[src/hdl/tgf_pkg.sv]
package tgf_pkg;

   localparam int COMMAND_W = 2;
   localparam int ELEMENT_W = 10;
   localparam int GROUP_W   = 4;
   localparam int STATUS_W  = 2;

   localparam logic [COMMAND_W-1:0] CMD_ASSIGN  = 2'd0;
   localparam logic [COMMAND_W-1:0] CMD_ENQUEUE = 2'd1;
   localparam logic [COMMAND_W-1:0] CMD_DEQUEUE = 2'd2;
   localparam logic [COMMAND_W-1:0] CMD_CLEAR   = 2'd3;

   localparam logic [STATUS_W-1:0] STATUS_OK    = 2'd0;
   localparam logic [STATUS_W-1:0] STATUS_EMPTY = 2'd1;
   localparam logic [STATUS_W-1:0] STATUS_FULL  = 2'd2;

   typedef logic [3:0] step_type;

   localparam step_type STEP_NONE      = 4'd0;
   localparam step_type STEP_INIT      = 4'd1;
   localparam step_type STEP_WIPE      = 4'd2;
   localparam step_type STEP_ASSIGN    = 4'd3;
   localparam step_type STEP_ENQ_TEAM  = 4'd4;
   localparam step_type STEP_ENQ_WRITE = 4'd5;
   localparam step_type STEP_DEQ_TEAM  = 4'd6;
   localparam step_type STEP_DEQ_SLOT  = 4'd7;
   localparam step_type STEP_DEQ_WRITE = 4'd8;
   localparam step_type STEP_FULL      = 4'd9;
   localparam step_type STEP_EMPTY     = 4'd10;

   typedef struct packed {
      logic     load_req;
      step_type step;
      logic     load_rsp;
   } cmd_type;

   typedef struct packed {
      logic full;
      logic empty;
      logic sweep_last;
   } stat_type;

endpackage

[src/hdl/tgf_ctrl.sv]
module tgf_ctrl (
   input  logic                                 clock,
   input  logic                                 reset,
   input  logic                                 req_valid,
   output logic                                 req_stall,
   input  logic [tgf_pkg::COMMAND_W-1:0]        req_command,
   output logic                                 rsp_valid,
   input  logic                                 rsp_stall,
   output tgf_pkg::cmd_type                     cmd,
   input  tgf_pkg::stat_type                    stat
);
   import tgf_pkg::*;

   localparam logic [3:0] S_IDLE  = 4'd0;
   localparam logic [3:0] S_INIT  = 4'd1;
   localparam logic [3:0] S_ASG   = 4'd2;
   localparam logic [3:0] S_ENQ_A = 4'd3;
   localparam logic [3:0] S_ENQ_B = 4'd4;
   localparam logic [3:0] S_ENQ_C = 4'd5;
   localparam logic [3:0] S_DEQ_A = 4'd6;
   localparam logic [3:0] S_DEQ_B = 4'd7;
   localparam logic [3:0] S_DEQ_C = 4'd8;
   localparam logic [3:0] S_DEQ_D = 4'd9;
   localparam logic [3:0] S_WIPE  = 4'd10;
   localparam logic [3:0] S_FULL  = 4'd11;
   localparam logic [3:0] S_EMPTY = 4'd12;
   localparam logic [3:0] S_FIN   = 4'd13;

   logic [3:0] state_ff, state_in;
   logic       rsp_valid_ff, rsp_valid_in;

   always_comb begin
      state_in     = state_ff;
      rsp_valid_in = rsp_valid_ff;
      cmd          = '{load_req: 1'b0, step: STEP_NONE, load_rsp: 1'b0};
      if (rsp_valid_ff && !rsp_stall) begin
         rsp_valid_in = 1'b0;
      end
      unique case (state_ff)
         S_IDLE: begin
            if (req_valid) begin
               cmd.load_req = 1'b1;
               unique case (req_command)
                  CMD_ASSIGN:  state_in = S_ASG;
                  CMD_ENQUEUE: state_in = stat.full ? S_FULL : S_ENQ_A;
                  CMD_DEQUEUE: state_in = stat.empty ? S_EMPTY : S_DEQ_A;
                  CMD_CLEAR:   state_in = S_WIPE;
               endcase
            end
         end
         S_INIT: begin
            cmd.step = STEP_INIT;
            if (stat.sweep_last) begin
               state_in = S_IDLE;
            end
         end
         S_ASG: begin
            cmd.step = STEP_ASSIGN;
            state_in = S_FIN;
         end
         S_ENQ_A: state_in = S_ENQ_B;
         S_ENQ_B: begin
            cmd.step = STEP_ENQ_TEAM;
            state_in = S_ENQ_C;
         end
         S_ENQ_C: begin
            cmd.step = STEP_ENQ_WRITE;
            state_in = S_FIN;
         end
         S_DEQ_A: state_in = S_DEQ_B;
         S_DEQ_B: begin
            cmd.step = STEP_DEQ_TEAM;
            state_in = S_DEQ_C;
         end
         S_DEQ_C: begin
            cmd.step = STEP_DEQ_SLOT;
            state_in = S_DEQ_D;
         end
         S_DEQ_D: begin
            cmd.step = STEP_DEQ_WRITE;
            state_in = S_FIN;
         end
         S_WIPE: begin
            cmd.step = STEP_WIPE;
            if (stat.sweep_last) begin
               state_in = S_FIN;
            end
         end
         S_FULL: begin
            cmd.step = STEP_FULL;
            state_in = S_FIN;
         end
         S_EMPTY: begin
            cmd.step = STEP_EMPTY;
            state_in = S_FIN;
         end
         S_FIN: begin
            if (!rsp_valid_ff || !rsp_stall) begin
               cmd.load_rsp = 1'b1;
               rsp_valid_in = 1'b1;
               state_in     = S_IDLE;
            end
         end
         default: state_in = S_IDLE;
      endcase
   end

   always_ff @(posedge clock) begin
      if (reset) begin
         state_ff     <= S_INIT;
         rsp_valid_ff <= 1'b0;
      end else begin
         state_ff     <= state_in;
         rsp_valid_ff <= rsp_valid_in;
      end
   end

   assign req_stall = (state_ff != S_IDLE);
   assign rsp_valid = rsp_valid_ff;

endmodule

[config.mk]
export PLATFORM = sky130hd
export DESIGN_NAME = tgf_ctrl
export DESIGN_NICKNAME = d
export VERILOG_FILES = /design/src/hdl/tgf_pkg.sv /design/src/hdl/tgf_ctrl.sv
export SDC_FILE = /design/constraint.sdc
export NUM_CORES = 1
export LEC_CHECK = 0
export BUFFER_PORTS_ARGS = -buffer_cell sky130_fd_sc_hd__buf_4
export CORE_MARGIN = 8
export CORE_UTILIZATION = 26
export DETAILED_ROUTE_END_ITERATION = 16
export PLACE_DENSITY_LB_ADDON = 0.15
export SLEW_MARGIN = 15
export SYNTH_ARGS = -nofsm -noshare
export SYNTH_HDL_FRONTEND = slang
export SYNTH_SLANG_ARGS = --single-unit
[constraint.sdc]
create_clock -name clock -period 4.3 [get_ports clock]
set_input_delay 0.645 -clock clock [delete_from_list [all_inputs] [get_ports clock]]
set_output_delay 0.645 -clock clock [all_outputs]
set_load 0.02 [all_outputs]
Yosys cells after proc, flatten, opt, wreduce, memory -nomap -nowiden:

Cells that the tools add are included.

* eq/ne operators: 20
* multiplexer cells: 16
* reductions and logical operators: 9

Operators by type and width (number)
* 4-bit case mux with 10 select lines: 2
* 4-bit equality test (second input constant): 6
* 4-bit 2-to-1 mux: 6
* 4-bit by 3-bit equality test with 1-bit output (second input constant): 4
* 4-bit case mux with 4 select lines: 1
* 4-bit by 2-bit equality test with 1-bit output (second input constant): 2
* 2-bit != test (second input constant): 4
* 1-bit 2-to-1 mux: 7
* 5-bit OR reduction: 1
* 2-bit equality test (second input constant): 2
* 4-bit by 1-bit equality test with 1-bit output (second input constant): 1
* 4-bit zero test: 1
* 4-bit AND reduction: 1
* 4-bit nonzero test: 1
* 2-bit by 1-bit equality test with 1-bit output (second input constant): 1
* 1-bit zero test: 2
* 2-bit zero test: 1
* 1-bit logical AND: 1
* 1-bit logical OR: 1

* register bits: 5
* input bits: 9
* output and inout bits: 8
* logic and storage cells: 47

Longest topological paths before layout:

* depth in word-level cells: 5
* mapped depth: 6
* depth with buffers taken out: 4

Least setup slack after synthesis:

OpenSTA, ideal clock, no wires.

* path type: register -> output
* start point: reg state_ff[0]
* end point: out cmd[1] in the netlist's numbering
* arrival: 1.280 ns
* data required time: 3.655 ns
* slack: 2.375 ns
* stages on the path, launching flop included: 7
* buffers on the path: 2
* cells stage by stage: dfxtp_1 buf_6 buf_4 nand2b_1 nand3_1 o21a_1 o22ai_1

RTL lines
* start: declaration: RTL line tgf_ctrl.sv:29 `logic [3:0] state_ff, state_in;`
* start signal: assignment: RTL line tgf_ctrl.sv:113 `state_ff <= state_in;`
* end: declaration: RTL line tgf_ctrl.sv:9 `output tgf_pkg::cmd_type cmd,`

==> results.md <==
* Fmax at 0.415 GHz
* Ant diodes at 0
* Total track usage at 8.34%
* Area of the multi-input gates at 380 um2
* Cts bufs inserted at 3
* Antenna Violating Nets Remaining at 0
* Required time of the critical path at 3.65 ns
* Placed instance area at 642 um2
* HPWL after DPL at 1090 um
* DR pass1 iterations at 4
* H-tree depth reported by CTS at 1
* Worst hold path type: reg -> reg
* Leading area contributor after synthesis: dfxtp_1
* Top cells by area, synth: dfxtp_1 (19%), a21oi_1 (7.5%), nand2b_1 (5.9%), nor2_1 (5.6%), o21ai_0 (4.7%)
* RSZ-0062 raised after global routing: no
* Post-CTS setup buffers at 0
* CP arrival at 1.77 ns
* Area Overhead vs Synth at 25.6%
* Setup TNS at 0 ns
* Initial antenna violation count at 0
* Post-synthesis cell type count at 38
* Status: finished clean
* GR peak layer: met2
* Fin area at 668 um2
* # fillers at 229
* Largest net degree at the start of global routing at 22
* Leak at 0.289 nW
* DRC Markers at 0
* Worst setup margin at 1.89 ns
* Buffers on Ports at 16
* DIE AREA at 3750 um2
* Final RePlAce weighted congestion at 0.762
* Initial Util at 27.4%
* Routed Wire Length at 1420 um
* Register area at 100 um2
* Initial drt markers at 25
* EDFF count, synth at 0
* Commonest non-fill, non-tap cell in the layout: buf_4
* First-pass GRT wire length at 2420 um
* Yosys warnings at 0
* Max-Cap Viols at 0
* Mapped Cells at 75
* CTS Root Cell: clkbuf_4
* Clock period minus worst slack at 2.41 ns
* Clk sinks at 5
* CTS tree: done
* Seq/Total Area, Yosys at 18.8%
* Period utilization at 56.1%
* Synthesized net count at 84
* Syn avg cell area at 7.09 um2
* Row cnt at 16
* Vias per cell at 5.07
* Clock-pin slew on the worst setup and hold paths at 0.04 ns
* Setup CP Type: reg -> out
* M2 GR Usage at 11.9%
* Most frequent cells in the layout: buf_4 (16), nor2_1 (8), a21oi_1 (8)
* Clock Latency Late Sink at 0.24 ns
* Final Setup Violations at 0
* Worst-Margin Slew at 0.619 ns
* Core box area at 1940 um2
* Setup crit start kind: flip-flop
* Place WS at 2.15 ns
* Grt met1 use at 10.5%
* Top Ports at 17
* Synth top area share at 18.8%
* Pwr Density at 597 nW/um2
* Die Y-Extent at 61.2 um
* M3 GR Usage at 2.71%
* Vias in the first global route at 554
* Synth Register Bits at 5
* Normalized max-slew margin at 58.7%
* Post-Syn Area at 532 um2
* Crit end category: output port
* Die W at 61.2 um
* Clock Skew at 0.000247 ns
* Async S/R FF share, synth at 0%
* Final Max Slew Viols at 0
* Final net count at 98
* Fin. Hold Viols at 0
* Critical Path Fanout Max at 21
* Gr ovfl total at 0
* Post-DR wirelength/cell at 12.3 um
* Hold_buf cts at 0
* Share of cells above drive strength 1 at 26.1%
* DR vias at 583
* PostCTS Resize Cnt at 0
* VDD IR max at 0.292 mV
* Clock Tree Buf Depth at 2
* Main flop type after synthesis: dfxtp_1
==> routing by layer <==
metal | part of all wire, % | up-vias | wire length, um
met5 | 0 | - | 0
met4 | 1.2 | 0 | 17
met3 | 8.9 | 2 | 126
met2 | 44 | 18 | 628
met1 | 46 | 262 | 646
li1 | - | 301 | -
==> cell usage after synthesis (all sizes together), types with 2 or more instances <==
| library cell | n |
|---|---|
| nor2 | 8 |
| nand2b | 5 |
| o21ai | 6 |
| nand3 | 2 |
| nand2 | 7 |
| inv | 2 |
| a21oi | 9 |
| buf | 6 |
| dfxtp | 5 |
| nor2b | 3 |
==> state kept, by name, summed over array words and instances, names as in the netlist <==
register and flops:
rsp_valid 1, state_ff 4
==> worst paths after layout <==
path                             startpoint           to  slack, ns  cells after the start
worst min register to register    rsp_valid    rsp_valid       0.52                      2
worst min-delay path              rsp_valid    rsp_valid       0.52                      2
worst max register to register  state_ff[2]  state_ff[2]       2.47                      4
worst max-delay path            state_ff[2]       cmd[0]       1.89                      4
==> cell families after synthesis <==
group	count (synthesis)	share of synthesized area, %
and+or+nand+nor	31	31.1
AOI/OAI and AO/OA	29	38.6
buffers and inverters	9	9.65
DFF	5	18.8
muxes	1	1.88
==> critical path, cell delays in order, from the launching register on <==
cell     delay, ns
dfxtp_1       0.71
nor2b_1       0.32
nand3_1       0.17
a21oi_1       0.17
buf_4         0.16
==> through the flow <==
stage               hold slack [ns]  std cells  total power, W  utilization [%]
CTS                           0.530        115        0.000404             34.4
detailed placement            0.519        111        0.000348             33.1
global placement              0.520        111        0.000349             33.1
global route                  0.563        115        0.000439             34.4
finish                        0.524        115        0.000399             34.4
floorplan                     0.576         75        0.000286                -
==> power breakdown <==
part / switching (W) / internal (W)
registers: 0.0000508 / 0.0000593
clock network: 0.0000173 / 0.0000350
logic: 0.000126 / 0.000111
total: 0.000194 / 0.000205
==> layout make-up <==
cell class              instances  area share [%]
multi-input cells              61            56.9
repair buffers                 16            18.0
flip-flops and latches          5            15.0
well taps                      27            5.06
clock buffers                   4            3.93
inverters                       2            1.12
No activity file was read; power rests on OpenSTA's default activity.
